### config.mk
export PLATFORM = sky130hd
export DESIGN_NAME = hsv_to_rgb_color_unit
export DESIGN_NICKNAME = d
export VERILOG_FILES = /design/src/sv/hsvrgb_pkg.sv /design/src/sv/hsvrgb_hue.sv /design/src/sv/hsvrgb_chroma.sv /design/src/sv/hsvrgb_mix.sv /design/src/sv/hsv_to_rgb_color_unit.sv
export SDC_FILE = /design/constraint.sdc
export NUM_CORES = 1
export LEC_CHECK = 0
export ABC_CLOCK_PERIOD_IN_PS = 21700
export BUFFER_PORTS_ARGS = -buffer_cell sky130_fd_sc_hd__buf_2
export CAP_MARGIN = 20
export CELL_PAD_IN_SITES_DETAIL_PLACEMENT = 1
export CELL_PAD_IN_SITES_GLOBAL_PLACEMENT = 2
export CORE_MARGIN = 5
export CORE_UTILIZATION = 31
export CTS_BUF_LIST = sky130_fd_sc_hd__clkbuf_8
export DETAILED_ROUTE_END_ITERATION = 8
export GPL_TIMING_DRIVEN = 0
export PLACE_DENSITY_LB_ADDON = 0.12
export RECOVER_POWER = 100
export SLEW_MARGIN = 30
export SYNTH_ARGS = -nofsm -noshare
export SYNTH_HDL_FRONTEND = slang
export SYNTH_SLANG_ARGS = --single-unit
### constraint.sdc
create_clock -name aclk -period 21.7 [get_ports aclk]
set_input_delay 4.34 -clock aclk [delete_from_list [all_inputs] [get_ports aclk]]
set_output_delay 4.34 -clock aclk [all_outputs]
set_load 0.01 [all_outputs]
### src/sv/hsvrgb_pkg.sv
// ============================================================================
// hsvrgb_pkg
// Shared types, widths and constants of the HSV to RGB color unit.
// ============================================================================
`default_nettype none

package hsvrgb_pkg;

    // Channel width and derived widths
    localparam int CHANNEL_BITS = 8;
    localparam int HUE_W        = 9;
    localparam int PROD_W       = 2 * CHANNEL_BITS;
    localparam int FRAC_W       = 6;
    localparam int SECT_W       = 3;

    // Full scale of one channel and its rounding half
    localparam int FULL      = (1 << CHANNEL_BITS) - 1;
    localparam int HALF_FULL = FULL / 2;
    // floor(2^(2*CB) / FULL); low by at most one after the shift
    localparam int RECIP_FULL = (1 << CHANNEL_BITS) + 1;

    // Hue geometry
    localparam int SECT_DEG = 60;
    localparam logic [HUE_W-1:0] HUE_TURN = HUE_W'(360);

    // Secondary term: chroma * frac / 60 through a scaled reciprocal
    localparam int XNUM_W     = CHANNEL_BITS + FRAC_W;
    localparam int X_SHIFT    = XNUM_W;
    localparam int RECIP_SECT = (1 << X_SHIFT) / SECT_DEG;
    localparam int XPROD_W    = XNUM_W + CHANNEL_BITS + 1;

    // Hue sector codes
    localparam logic [SECT_W-1:0] SECT_RED_YEL   = 3'd0;
    localparam logic [SECT_W-1:0] SECT_YEL_GRN   = 3'd1;
    localparam logic [SECT_W-1:0] SECT_GRN_CYN   = 3'd2;
    localparam logic [SECT_W-1:0] SECT_CYN_BLU   = 3'd3;
    localparam logic [SECT_W-1:0] SECT_BLU_MAG   = 3'd4;
    localparam logic [SECT_W-1:0] SECT_MAG_RED   = 3'd5;
    // Raw decode of a hue of exactly one full turn
    localparam logic [SECT_W-1:0] SECT_FULL_TURN = 3'd6;

    // Input item
    typedef struct packed {
        logic [HUE_W-1:0]        hue_deg;
        logic [CHANNEL_BITS-1:0] saturation;
        logic [CHANNEL_BITS-1:0] brightness;
    } hsvrgb_in_t;

    // Result item
    typedef struct packed {
        logic [CHANNEL_BITS-1:0] red;
        logic [CHANNEL_BITS-1:0] green;
        logic [CHANNEL_BITS-1:0] blue;
    } hsvrgb_out_t;

    // Hue stage to chroma stages
    typedef struct packed {
        logic [SECT_W-1:0]       sector;
        logic [FRAC_W-1:0]       frac;
        logic [CHANNEL_BITS-1:0] val;
        logic [PROD_W-1:0]       prod;
    } hsvrgb_hue_t;

    // Chroma stages to mix stages
    typedef struct packed {
        logic [SECT_W-1:0]       sector;
        logic [FRAC_W-1:0]       frac;
        logic [CHANNEL_BITS-1:0] chroma;
        logic [CHANNEL_BITS-1:0] base;
    } hsvrgb_chroma_t;

endpackage

`default_nettype wire

### src/sv/hsvrgb_hue.sv
// ============================================================================
// hsvrgb_hue
// First stage: hue wrap, sector decode, sector fraction and the S*V product.
// ============================================================================
`default_nettype none

module hsvrgb_hue
    import hsvrgb_pkg::*;
(
    input  wire logic        aclk,
    input  wire logic        aresetn,
    input  wire logic        in_valid,
    output logic             in_ready,
    input  wire hsvrgb_in_t  in_data,
    output logic             out_valid,
    input  wire logic        out_ready,
    output hsvrgb_hue_t      out_data
);

    logic [HUE_W-1:0]  hue_w;
    logic [SECT_W-1:0] raw_sect;
    logic [HUE_W-1:0]  hue_rem;
    logic [FRAC_W-1:0] mod_sect;
    hsvrgb_hue_t       stage_next;
    hsvrgb_hue_t       stage_reg;
    logic              valid_reg;

    // Hue decode: wrap above a full turn, then find the 60-degree sector
    always_comb begin
        hue_w = (in_data.hue_deg > HUE_TURN) ? in_data.hue_deg - HUE_TURN
                                             : in_data.hue_deg;
        if (hue_w < HUE_W'(SECT_DEG)) begin
            raw_sect = SECT_RED_YEL;
        end else if (hue_w < HUE_W'(2 * SECT_DEG)) begin
            raw_sect = SECT_YEL_GRN;
        end else if (hue_w < HUE_W'(3 * SECT_DEG)) begin
            raw_sect = SECT_GRN_CYN;
        end else if (hue_w < HUE_W'(4 * SECT_DEG)) begin
            raw_sect = SECT_CYN_BLU;
        end else if (hue_w < HUE_W'(5 * SECT_DEG)) begin
            raw_sect = SECT_BLU_MAG;
        end else if (hue_w < HUE_W'(6 * SECT_DEG)) begin
            raw_sect = SECT_MAG_RED;
        end else begin
            raw_sect = SECT_FULL_TURN;
        end
        hue_rem  = hue_w - HUE_W'(raw_sect) * HUE_W'(SECT_DEG);
        mod_sect = hue_rem[FRAC_W-1:0];

        // Odd sectors fall off from the peak, even sectors rise to it
        stage_next.frac   = raw_sect[0] ? FRAC_W'(SECT_DEG) - mod_sect : mod_sect;
        // A full turn lands in the last sector with zero fraction
        stage_next.sector = (raw_sect > SECT_MAG_RED) ? SECT_MAG_RED : raw_sect;
        stage_next.val    = in_data.brightness;
        stage_next.prod   = PROD_W'(in_data.saturation) * PROD_W'(in_data.brightness);
    end

    assign in_ready  = !valid_reg || out_ready;
    assign out_valid = valid_reg;
    assign out_data  = stage_reg;

    // Stage register
    always_ff @(posedge aclk) begin
        if (!aresetn) begin
            valid_reg <= 1'b0;
        end else if (in_ready) begin
            valid_reg <= in_valid;
        end
    end

    always_ff @(posedge aclk) begin
        if (in_ready && in_valid) begin
            stage_reg <= stage_next;
        end
    end

endmodule

`default_nettype wire

### src/sv/hsvrgb_chroma.sv
// ============================================================================
// hsvrgb_chroma
// Two stages: rounded chroma = (S*V + FULL/2) / FULL by a reciprocal multiply
// with one correction step, then the offset m = V - C.
// ============================================================================
`default_nettype none

module hsvrgb_chroma
    import hsvrgb_pkg::*;
(
    input  wire logic        aclk,
    input  wire logic        aresetn,
    input  wire logic        in_valid,
    output logic             in_ready,
    input  wire hsvrgb_hue_t in_data,
    output logic             out_valid,
    input  wire logic        out_ready,
    output hsvrgb_chroma_t   out_data
);

    localparam int QPROD_W = 3 * CHANNEL_BITS + 1;

    typedef struct packed {
        logic [SECT_W-1:0]       sector;
        logic [FRAC_W-1:0]       frac;
        logic [CHANNEL_BITS-1:0] val;
        logic [PROD_W-1:0]       num;
        logic [CHANNEL_BITS-1:0] quot;
    } quot_stage_t;

    logic [PROD_W-1:0]       num;
    logic [QPROD_W-1:0]      qprod;
    quot_stage_t             quot_next;
    quot_stage_t             quot_reg;
    logic                    quot_valid_reg;
    logic                    quot_ready;

    logic [PROD_W-1:0]       rem;
    logic [CHANNEL_BITS-1:0] chroma;
    hsvrgb_chroma_t          chroma_next;
    hsvrgb_chroma_t          chroma_reg;
    logic                    chroma_valid_reg;
    logic                    chroma_ready;

    // Estimate quotient; it is exact or one low
    always_comb begin
        num   = in_data.prod + PROD_W'(HALF_FULL);
        qprod = QPROD_W'(num) * QPROD_W'(RECIP_FULL);
        quot_next.sector = in_data.sector;
        quot_next.frac   = in_data.frac;
        quot_next.val    = in_data.val;
        quot_next.num    = num;
        quot_next.quot   = qprod[3*CHANNEL_BITS-1:2*CHANNEL_BITS];
    end

    // Correct the estimate and form the offset
    always_comb begin
        rem    = quot_reg.num - PROD_W'(quot_reg.quot) * PROD_W'(FULL);
        chroma = quot_reg.quot + CHANNEL_BITS'(rem >= PROD_W'(FULL));
        chroma_next.sector = quot_reg.sector;
        chroma_next.frac   = quot_reg.frac;
        chroma_next.chroma = chroma;
        chroma_next.base   = quot_reg.val - chroma;
    end

    assign chroma_ready = !chroma_valid_reg || out_ready;
    assign quot_ready   = !quot_valid_reg || chroma_ready;
    assign in_ready     = quot_ready;
    assign out_valid    = chroma_valid_reg;
    assign out_data     = chroma_reg;

    // Valid bits
    always_ff @(posedge aclk) begin
        if (!aresetn) begin
            quot_valid_reg   <= 1'b0;
            chroma_valid_reg <= 1'b0;
        end else begin
            if (quot_ready) begin
                quot_valid_reg <= in_valid;
            end
            if (chroma_ready) begin
                chroma_valid_reg <= quot_valid_reg;
            end
        end
    end

    // Payload registers
    always_ff @(posedge aclk) begin
        if (quot_ready && in_valid) begin
            quot_reg <= quot_next;
        end
        if (chroma_ready && quot_valid_reg) begin
            chroma_reg <= chroma_next;
        end
    end

endmodule

`default_nettype wire

### src/sv/hsvrgb_mix.sv
// ============================================================================
// hsvrgb_mix
// Two stages: rounded X = (C*frac + 30) / 60 by a reciprocal multiply with
// one correction, then sector placement of C, X, 0 plus the offset m.
// ============================================================================
`default_nettype none

module hsvrgb_mix
    import hsvrgb_pkg::*;
(
    input  wire logic           aclk,
    input  wire logic           aresetn,
    input  wire logic           in_valid,
    output logic                in_ready,
    input  wire hsvrgb_chroma_t in_data,
    output logic                out_valid,
    input  wire logic           out_ready,
    output hsvrgb_out_t         out_data
);

    typedef struct packed {
        logic [SECT_W-1:0]       sector;
        logic [CHANNEL_BITS-1:0] chroma;
        logic [CHANNEL_BITS-1:0] base;
        logic [XNUM_W-1:0]       num;
        logic [CHANNEL_BITS-1:0] quot;
    } xq_stage_t;

    logic [XNUM_W-1:0]       num;
    logic [XPROD_W-1:0]      qprod;
    xq_stage_t               xq_next;
    xq_stage_t               xq_reg;
    logic                    xq_valid_reg;
    logic                    xq_ready;

    logic [XNUM_W-1:0]       rem;
    logic [CHANNEL_BITS-1:0] xval;
    logic [CHANNEL_BITS-1:0] r_raw;
    logic [CHANNEL_BITS-1:0] g_raw;
    logic [CHANNEL_BITS-1:0] b_raw;
    hsvrgb_out_t             rgb_next;
    hsvrgb_out_t             rgb_reg;
    logic                    rgb_valid_reg;
    logic                    rgb_ready;

    // Estimate X; exact or one low
    always_comb begin
        num   = XNUM_W'(in_data.chroma) * XNUM_W'(in_data.frac) + XNUM_W'(SECT_DEG / 2);
        qprod = XPROD_W'(num) * XPROD_W'(RECIP_SECT);
        xq_next.sector = in_data.sector;
        xq_next.chroma = in_data.chroma;
        xq_next.base   = in_data.base;
        xq_next.num    = num;
        xq_next.quot   = qprod[X_SHIFT+CHANNEL_BITS-1:X_SHIFT];
    end

    // Correct X, place the terms by sector, add the offset
    always_comb begin
        rem  = xq_reg.num - XNUM_W'(xq_reg.quot) * XNUM_W'(SECT_DEG);
        xval = xq_reg.quot + CHANNEL_BITS'(rem >= XNUM_W'(SECT_DEG));
        unique case (xq_reg.sector)
            SECT_RED_YEL: begin
                r_raw = xq_reg.chroma; g_raw = xval;          b_raw = '0;
            end
            SECT_YEL_GRN: begin
                r_raw = xval;          g_raw = xq_reg.chroma; b_raw = '0;
            end
            SECT_GRN_CYN: begin
                r_raw = '0;            g_raw = xq_reg.chroma; b_raw = xval;
            end
            SECT_CYN_BLU: begin
                r_raw = '0;            g_raw = xval;          b_raw = xq_reg.chroma;
            end
            SECT_BLU_MAG: begin
                r_raw = xval;          g_raw = '0;            b_raw = xq_reg.chroma;
            end
            default: begin
                r_raw = xq_reg.chroma; g_raw = '0;            b_raw = xval;
            end
        endcase
        // Sums never pass V, so no carry is lost
        rgb_next.red   = r_raw + xq_reg.base;
        rgb_next.green = g_raw + xq_reg.base;
        rgb_next.blue  = b_raw + xq_reg.base;
    end

    assign rgb_ready = !rgb_valid_reg || out_ready;
    assign xq_ready  = !xq_valid_reg || rgb_ready;
    assign in_ready  = xq_ready;
    assign out_valid = rgb_valid_reg;
    assign out_data  = rgb_reg;

    // Valid bits
    always_ff @(posedge aclk) begin
        if (!aresetn) begin
            xq_valid_reg  <= 1'b0;
            rgb_valid_reg <= 1'b0;
        end else begin
            if (xq_ready) begin
                xq_valid_reg <= in_valid;
            end
            if (rgb_ready) begin
                rgb_valid_reg <= xq_valid_reg;
            end
        end
    end

    // Payload registers
    always_ff @(posedge aclk) begin
        if (xq_ready && in_valid) begin
            xq_reg <= xq_next;
        end
        if (rgb_ready && xq_valid_reg) begin
            rgb_reg <= rgb_next;
        end
    end

endmodule

`default_nettype wire

### src/sv/hsv_to_rgb_color_unit.sv
// ============================================================================
// hsv_to_rgb_color_unit
// HSV to RGB conversion, five register stages, one item per clock while the output is not stalled.
// ============================================================================
// Usage:
//   s_valid/s_ready/s_data take one HSV item: hue in whole degrees 0..360
//   (360 acts as 0, larger codes wrap by one turn), saturation and
//   brightness as fractions of 255. m_valid/m_ready/m_data deliver one RGB
//   item per input item, in order.
//   Stages, each registered and in this order: hue decode and S*V,
//   chroma quotient estimate, chroma correction, X estimate, then X
//   correction with sector placement into the output register.
//   Throughput is one item per cycle while m_ready stays high; each stage
//   has its own valid bit and moves whenever the stage after it is empty or
//   moving, so bubbles close up while the output is stalled.
//   When the receiver holds m_ready low the result stays in the output
//   register and the stages behind it fill; s_ready drops only when all
//   five hold an item.
//   Reset (aresetn low, synchronous) empties every stage; there is no
//   other state.
// ============================================================================
`default_nettype none

module hsv_to_rgb_color_unit
    import hsvrgb_pkg::*;
(
    input  wire logic        aclk,
    input  wire logic        aresetn,
    input  wire logic        s_valid,
    output logic             s_ready,
    input  wire hsvrgb_in_t  s_data,
    output logic             m_valid,
    input  wire logic        m_ready,
    output hsvrgb_out_t      m_data
);

    logic           hue_valid;
    logic           hue_ready;
    hsvrgb_hue_t    hue_data;
    logic           chroma_valid;
    logic           chroma_ready;
    hsvrgb_chroma_t chroma_data;

    // Hue decode and S*V product
    hsvrgb_hue u_hue (
        .aclk      (aclk),
        .aresetn   (aresetn),
        .in_valid  (s_valid),
        .in_ready  (s_ready),
        .in_data   (s_data),
        .out_valid (hue_valid),
        .out_ready (hue_ready),
        .out_data  (hue_data)
    );

    // Chroma and offset
    hsvrgb_chroma u_chroma (
        .aclk      (aclk),
        .aresetn   (aresetn),
        .in_valid  (hue_valid),
        .in_ready  (hue_ready),
        .in_data   (hue_data),
        .out_valid (chroma_valid),
        .out_ready (chroma_ready),
        .out_data  (chroma_data)
    );

    // Secondary term and channel placement
    hsvrgb_mix u_mix (
        .aclk      (aclk),
        .aresetn   (aresetn),
        .in_valid  (chroma_valid),
        .in_ready  (chroma_ready),
        .in_data   (chroma_data),
        .out_valid (m_valid),
        .out_ready (m_ready),
        .out_data  (m_data)
    );

    // Reset empties the output stage
    a_reset_empty: assert property (@(posedge aclk)
        !aresetn |=> !m_valid)
        else $error("result valid right after reset");

    // A draining output must keep every stage moving
    a_no_false_stall: assert property (@(posedge aclk) disable iff (!aresetn)
        m_ready |-> s_ready)
        else $error("input stalled while output drains");

    // An accepted item is offered at the output once it has passed every stage while m_ready stays high
    a_latency: assert property (@(posedge aclk) disable iff (!aresetn)
        (s_valid && s_ready) ##1 m_ready ##1 m_ready ##1 m_ready ##1 m_ready
        |=> m_valid)
        else $error("item missing at the output after pipeline latency");

    // Internal hops never stall while the output drains
    a_inner_flow: assert property (@(posedge aclk) disable iff (!aresetn)
        m_ready |-> (hue_ready && chroma_ready))
        else $error("internal stage stalled while output drains");

endmodule

`default_nettype wire

# [Word-level counts from Yosys, hierarchy flattened]
# Index checks and enable logic that the tools add are counted.
[totals] regBits=169 elab_cells=93
[classes] magnitude_cmp=10 n_eq_ne=4 add_sub_neg=13 mux=11 n_reduce_logical=22 n_mul=7
[op_table] cell="$pmux 8 s2" count=3
[op_table] cell="$add 8x8->8" count=3
[op_table] cell="$mul 16x9->24 const B" count=1
[op_table] cell="$mul 14x9->22 const B" count=1
[op_table] cell="$lt 9x8->1 const B" count=2
[op_table] cell="$lt 9x9->1 const B" count=2
[op_table] cell="$add 16x7->16 const B" count=1
[op_table] cell="$add 8x1->8" count=2
[op_table] cell="$ge 16x8->1 const B" count=1
[op_table] cell="$mul 8x8->16" count=1
[op_table] cell="$mul 8x8->16 const B" count=1
[op_table] cell="$sub 16x16->16" count=1
[op_table] cell="$mux 3" count=5
[op_table] cell="$add 14x5->14 const B" count=1
[op_table] cell="$ge 14x6->1 const B" count=1
[op_table] cell="$mul 8x6->14" count=1
[op_table] cell="$sub 14x14->14" count=1
[op_table] cell="$mul 8x4->12 const B" count=1
[op_table] cell="$reduce_or 2->1" count=6
[op_table] cell="$gt 9x9->1 const B" count=1
[op_table] cell="$lt 9x6->1 const B" count=1
[op_table] cell="$lt 9x7->1 const B" count=1
[op_table] cell="$mux 9" count=1
[op_table] cell="$sub 9x9->9 const B" count=1
[op_table] cell="other kinds (14)" count=27

# [Logic depth before layout (Yosys ltp)]
# Gate-level depths: netlist of the first run.
[depth] depth_word=13 ltp_mapped=32 mapped_depth_nobuf=32

# [By module]
# Synthesis of the first run repeated with hierarchy kept, for this count alone.
[hier_totals] cells_unflattened=1613 area_unflattened_um2=16877.4
[by_module_without_submodules] mod="hsvrgb_mix" area_each_um2=7333.3 cells_each=725 seq_area_each_um2=1931.9 instances=1
[by_module_without_submodules] mod="hsvrgb_chroma" area_each_um2=5729.2 cells_each=516 seq_area_each_um2=2021.9 instances=1
[by_module_without_submodules] mod="hsvrgb_hue" area_each_um2=3814.9 cells_each=372 seq_area_each_um2=1011.0 instances=1

# [Least setup slack after synthesis of the first run]
# Ideal clock, no wire load.
[synth_path] path_kind="input to output" startpoint="input port m_ready" endpoint="output port s_ready" slack_ns=12.317 path_buffers=1 required_time_ns=17.360 t_arrival_ns=5.043 path_stages=4 path_cell_list="nor2b_1 > and3_1 > clkbuf_1 > nand3_1"
[synth_via] elab_chain_len=5
[synth_lines] element="from (decl)" line_no="hsv_to_rgb_color_unit.sv:33" text="input wire logic m_ready,"
[synth_lines] element="$logic_or 1x1->1" line_no="hsvrgb_mix.sv:87" text="assign rgb_ready = !rgb_valid_reg || out_ready;"
[synth_lines] element="$logic_or 1x1->1" line_no="hsvrgb_mix.sv:88" text="assign xq_ready = !xq_valid_reg || rgb_ready;"
[synth_lines] element="$logic_or 1x1->1" line_no="hsvrgb_chroma.sv:66" text="assign chroma_ready = !chroma_valid_reg || out_ready;"
[synth_lines] element="$logic_or 1x1->1" line_no="hsvrgb_chroma.sv:67" text="assign quot_ready = !quot_valid_reg || chroma_ready;"
[synth_lines] element="$logic_or 1x1->1" line_no="hsvrgb_hue.sv:58" text="assign in_ready = !valid_reg || out_ready;"
[synth_lines] element="to (decl)" line_no="hsv_to_rgb_color_unit.sv:30" text="output logic s_ready,"
# Every way passes these cells.

# [Worst setup path after layout of the first run]
# Ends and elaborated chain as after synthesis.

==> results of run 1 <==
-- cell usage after synthesis, types with 20 or more instances --
library cell / instances
edfxtp_1: 162
and2_1: 60
nand3_1: 20
xnor2_1: 74
xor2_1: 39
nor2_1: 71
nand2_1: 112
nor3_1: 23
fa_1: 130
ha_1: 248
o21ai_0: 45
inv_1: 217
a21oi_1: 80
-- layer usage --
metal	vias up	share of wire, %	routed length, um	track usage (%)
li1	5491	-	-	-
met1	5533	45	17000	17.6
met2	62	52	19600	24.6
met3	22	2.1	785	2.22
met4	0	0.89	336	2.61
met5	-	0	0	0
-- layout make-up --
cell class / count / area, um2 / area share [%]
Tap cell: 688 / 861 / 4.84
Inverter: 218 / 818 / 4.60
Clock buffer: 17 / 234 / 1.32
Timing Repair Buffer: 58 / 239 / 1.34
Sequential cell: 167 / 4960 / 27.9
Buffer: 14 / 53.8 / 0.302
Multi-Input combinational cell: 1143 / 10400 / 58.7
Clock inverter: 15 / 178 / 0.999
-- logic make-up (layout without fill, tap and decap cells) --
| logic type | Yosys count | in the layout | synth area share (%) |
|---|---|---|---|
| AOI/OAI and AO/OA | 268 | 268 | 10.8 |
| xor gates and xnor gates | 114 | 114 | 6.21 |
| adders and majority gates | 378 | 378 | 35.0 |
| buffers and inverters | 232 | 322 | 5.36 |
| DFF | 167 | 167 | 30.5 |
| muxes | 13 | 13 | 0.814 |
| and+or+nand+nor | 370 | 370 | 11.4 |
-- metrics by stage --
step	hold WS, ns	utilization (%)	cell area (um2)	instances	setup WS, ns
after detailed placement	0.405	33.6	17600	2288	11.55
final	0.407	34.0	17800	2320	11.99
after CTS	0.402	34.4	18000	2320	11.54
after global placement	0.403	33.3	17400	2282	11.41
after global routing	0.406	34.0	17800	2320	11.83
after floorplan	0.400	-	16300	1542	12.32
-- worst max path at each step --
stage                       endpoint  cells past startpoint  slack, ns
2_1_floorplan                s_ready                      4      12.32
3_3_place_gp   u_chroma.quot_reg[21]                      5      11.41
3_5_place_dp                 s_ready                      6      11.55
4_1_cts                      s_ready                      6      11.54
5_1_grt                      s_ready                      6      11.83
6_report                     s_ready                      6      11.99
-- critical path, cell delays in order --
cell and delay [ns]:
buf_2 0.10, nor2b_1 0.24, and3_1 0.20, clkbuf_1 0.22
nand3_1 0.12, clkbuf_1 0.14
==> flow_summary_export.csv, run 1 <==
group,metric,value,unit
critical_path,ff2ff_path_depth,31,
layout,layout_commonest_cell,"ha_1",
clock_tree,numCtsBuffers,17,
yosys,ys_top_cells_by_area,"edfxtp_1, ha_1, fa_1",
clock_tree,clock-root-buffer,"clkbuf_8",
global_routing,first_global_vias,12300,
floorplan,start_util,31.1,%
yosys,ys_types,80,
global_routing,antenna_found_initial,0,
floorplan,core_area,0.0523,mm2
yosys,syn_area,0.0163,mm2
yosys,yosys.area.top_type,"edfxtp_1",
clock_tree,post_cts_buffers,0,
timing,grt_setup_unrepaired,"false",
critical_path,critPathLaunch,"m_ready",
placement,port_buffers,52,
global_routing,grt_remaining_overflow,0,
floorplan,rows,84,
placement,gp_congestion,0.783,
floorplan,ioPinCount,55,
yosys,synth_top_area_share,29.9,%
layout,syn2layout_area_growth,9.16,%
placement,hpwl,31700,um
layout,largest_reg_flops,39,
layout,layout_common_cells,"ha_1, inv_1, edfxtp_1",
critical_path,timing.rr.start,"u_mix.xq_reg[3]",
layout,fillCellCount,5899,
yosys,synth_seq_cells,167,
critical_path,path_class,"in -> out",
clock_tree,cts_tree,"built",
layout,drive_gt1_share,3.74,%
drt,drtIter0Drc,340,
yosys,syn_inst,1542,
critical_path,reg2reg_slack,13.84,ns
hold_path,min_path_type,"reg -> reg",
clock_tree,clock-sinks,167,
timing,totalNegativeSetupSlack,0,ns
drt,vias,11100,
drt,firstDrtPassIters,4,
clock_tree,htree_levels,4,
timing,skew,0.0167,ns
floorplan,die_area,0.0572,mm2
clock_tree,cts_max_path_buffers,2,
drt,routedWlPerCell,16.2,um
timing,setup_viol,0,
global_routing,grt_max_degree,25,
yosys,synth-edff-count,162,
drt,avgViaCountPerCell,4.79,
yosys,ys_warn_count,0,
drt,drtAntennaViolNets,0,
clock_tree,hold_buffers,0,
timing,min_period_over_period,44.7,%
hold_path,min_delay_path_depth,0,
run_status,violations,"max-capacitance violations, max-slew violations",
floorplan,die_w,239,um
yosys,postSynth.asyncResetShare,0,%
critical_path,reg2reg_to,"u_mix.out_data[23]",
drt,drc,0,
layout,nNetsFinal,2026,
timing,final_max_slew_viol_count,59,
timing,slew_headroom,-74.4,%
layout,diodes,0,
yosys,ys.flop_type,"edfxtp_1",
job,cap_violations,3,
clock_tree,insertion_delay,0.53,ns
hold_path,min_to,"u_chroma.quot_reg[28]",
critical_path,cp_data_required_time,17.36,ns
critical_path,critPathMaxFanout,6,
timing,max_slew.worst_pin.slew,2.59,ns
timing,fmax,0.103,GHz
run_status,status,"finished with violations",
critical_path,start_kind,"input port",
hold_path,hold_start,"u_hue.out_data[20]",
yosys,postSynthAreaPerCell,10.6,um2
global_routing,grt.total_usage,13.7,%
clock_tree,clkTransAtPathRegs,0.11,ns
clock_tree,cts.repair.resized,0,
timing,fin_crit,9.71,ns
floorplan,chipHeight,239,um
yosys,synth-seq-area-share,30.5,%
critical_path,arrival,5.37,ns
timing,report.final.hold_viol_count,0,
global_routing,grt_pass1_wl,63200,um
critical_path,crit_path_end_kind,"output port",
drt,wirelength,37700,um
yosys,syn_nets,1949,
Power of run 1 is not shown: default switching activity piles up to over one toggle a cycle in this logic, so the estimate is an artifact.
==> inputs of run 2 (changes only) <==
Settings changed: ABC_CLOCK_PERIOD_IN_PS 21700 to 8250.
Clock period 21.7 ns to 8.25 ns, I/O delays scaled along.
==> flow_summary_export.csv, run 2 (synthesis results as in run 1) <==
group,metric,value,unit
critical_path,crit_path_max_incr_delay,0.52,ns
timing,totalNegativeSetupSlack,0,ns
drt,drtAntennaViolNets,0,
timing,fmax,0.132,GHz
critical_path,start_kind,"flop",
critical_path,worst_path_most_repeated_cell,"ha_1",
timing,max_slew.worst_pin.slew,2.59,ns
timing,fin_crit,7.58,ns
layout,fin_cells,2326,
floorplan,chipHeight,239,um
drt,firstDrtPassIters,5,
timing,final_max_slew_viol_count,59,
clock_tree,numCtsBuffers,17,
clock_tree,cts_max_path_buffers,2,
hold_path,min_path_type,"reg -> reg",
placement,gp_congestion,0.783,
global_routing,grt_pass1_wl,63200,um
layout,layout_commonest_cell,"ha_1",
job,cap_violations,3,
timing,skew,0.0168,ns
global_routing,grt_max_degree,25,
clock_tree,insertion_delay,0.53,ns
drt,vias,11100,
timing,min_period_over_period,91.9,%
placement,port_buffers,52,
layout,largest_reg_flops,39,
clock_tree,htree_levels,4,
layout,syn2layout_area_growth,9.54,%
run_status,status,"finished with violations",
drt,routedWlPerCell,16.2,um
floorplan,ioPinCount,55,
floorplan,die_area,0.0572,mm2
clock_tree,clkTransAtPathRegs,0.11,ns
floorplan,die_w,239,um
layout,drive_gt1_share,4.27,%
timing,slew_headroom,-74.3,%
clock_tree,cts_tree,"built",
timing,report.final.hold_viol_count,0,
critical_path,path_class,"reg -> reg",
floorplan,rows,84,
critical_path,arrival,7.86,ns
floorplan,core_area,0.0523,mm2
critical_path,crit_path_end_kind,"flop",
layout,layout_common_cells,"ha_1, inv_1, edfxtp_1",
placement,hpwl,31700,um
global_routing,antenna_found_initial,0,
layout,fillCellCount,5898,
drt,wirelength,37700,um
run_status,violations,"max-capacitance violations, max-slew violations",
global_routing,first_global_vias,12300,
floorplan,start_util,31.1,%
timing,setup_viol,0,
layout,nNetsFinal,2032,
clock_tree,clock-sinks,167,
critical_path,critPathMaxFanout,5,
drt,drtIter0Drc,370,
drt,drc,0,
global_routing,grt.total_usage,13.7,%
clock_tree,clock-root-buffer,"clkbuf_8",
global_routing,grt_remaining_overflow,0,
drt,avgViaCountPerCell,4.78,
critical_path,cp_data_required_time,8.53,ns
layout,diodes,0,
placement,dp_cells,2288,
critical_path,crit_path_top_delay_cell,"fa_1",
timing,grt_setup_unrepaired,"false",
## run 2: changes by cell type in the layout (fill, tap and decap cells not counted)
cell      change
a21oi_1       -1
xnor2_1       -1
xnor2_2       +1
clkbuf_4      +1
buf_4         +5
o22ai_1       -1
a21oi_2       +1
o21ai_0       -1
o22ai_2       +1
o21ai_1       +1
## run 2: layer usage
layer / routed length (um) / up-vias / share of wire (%) / GRT usage (%)
li1: - / 5501 / - / -
met1: 17000 / 5539 / 45 / 17.6
met2: 19700 / 56 / 52 / 24.6
met3: 726 / 23 / 1.9 / 2.22
met4: 335 / 0 / 0.89 / 2.61
met5: 0 / - / 0 / 0
## run 2: critical path: cells and delay by family, from the launching register on
family,cells,cell delay [ns]
multiplexers,1,0.18
XOR/XNOR,2,0.31
buffers and inverters,2,0.25
AND/OR/NAND/NOR,4,0.75
AO/OA/AOI/OAI,15,2.63
flip-flops,1,0.51
adder cells (fa/ha/maj),7,2.70
## run 2: final cells by class
type	count	area (um2)	area share, %
Multi-Input combinational cell	1143	10500	58.6
Sequential cell	167	4960	27.8
Tap cell	688	861	4.82
Inverter	218	818	4.58
Timing Repair Buffer	64	284	1.59
Clock buffer	17	234	1.31
Clock inverter	15	178	0.995
Buffer	14	53.8	0.301
## run 2: repair_timing
item | CTS | global route
buffers inserted | 0 | 6
hold buffers | 0 | 0
resized for setup | 0 | 4
endpoints found under the setup margin | 0 | 4
## run 2: per-stage QoR
step / hold slack [ns] / util (%) / worst slack, ns / area [um2]
after floorplan: 0.400 / - / 1.44 / 16300
after global placement: 0.403 / 33.3 / 0.355 / 17400
after detailed placement: 0.405 / 33.6 / 0.271 / 17600
after CTS: 0.402 / 34.4 / 0.260 / 18000
after global routing: 0.406 / 34.1 / 0.0344 / 17800
final: 0.407 / 34.1 / 0.665 / 17800
## run 2: worst paths after layout
check	to	start	slack, ns	cells past startpoint
worst max-delay path	u_mix.out_data[23]	u_mix.xq_reg[1]	0.67	31
worst min-delay path	u_chroma.quot_reg[28]	u_hue.out_data[20]	0.41	0
worst max register to register	u_mix.out_data[23]	u_mix.xq_reg[1]	0.67	31
worst min register to register	u_chroma.quot_reg[28]	u_hue.out_data[20]	0.41	0
Power of run 2 is left out for the same reason.
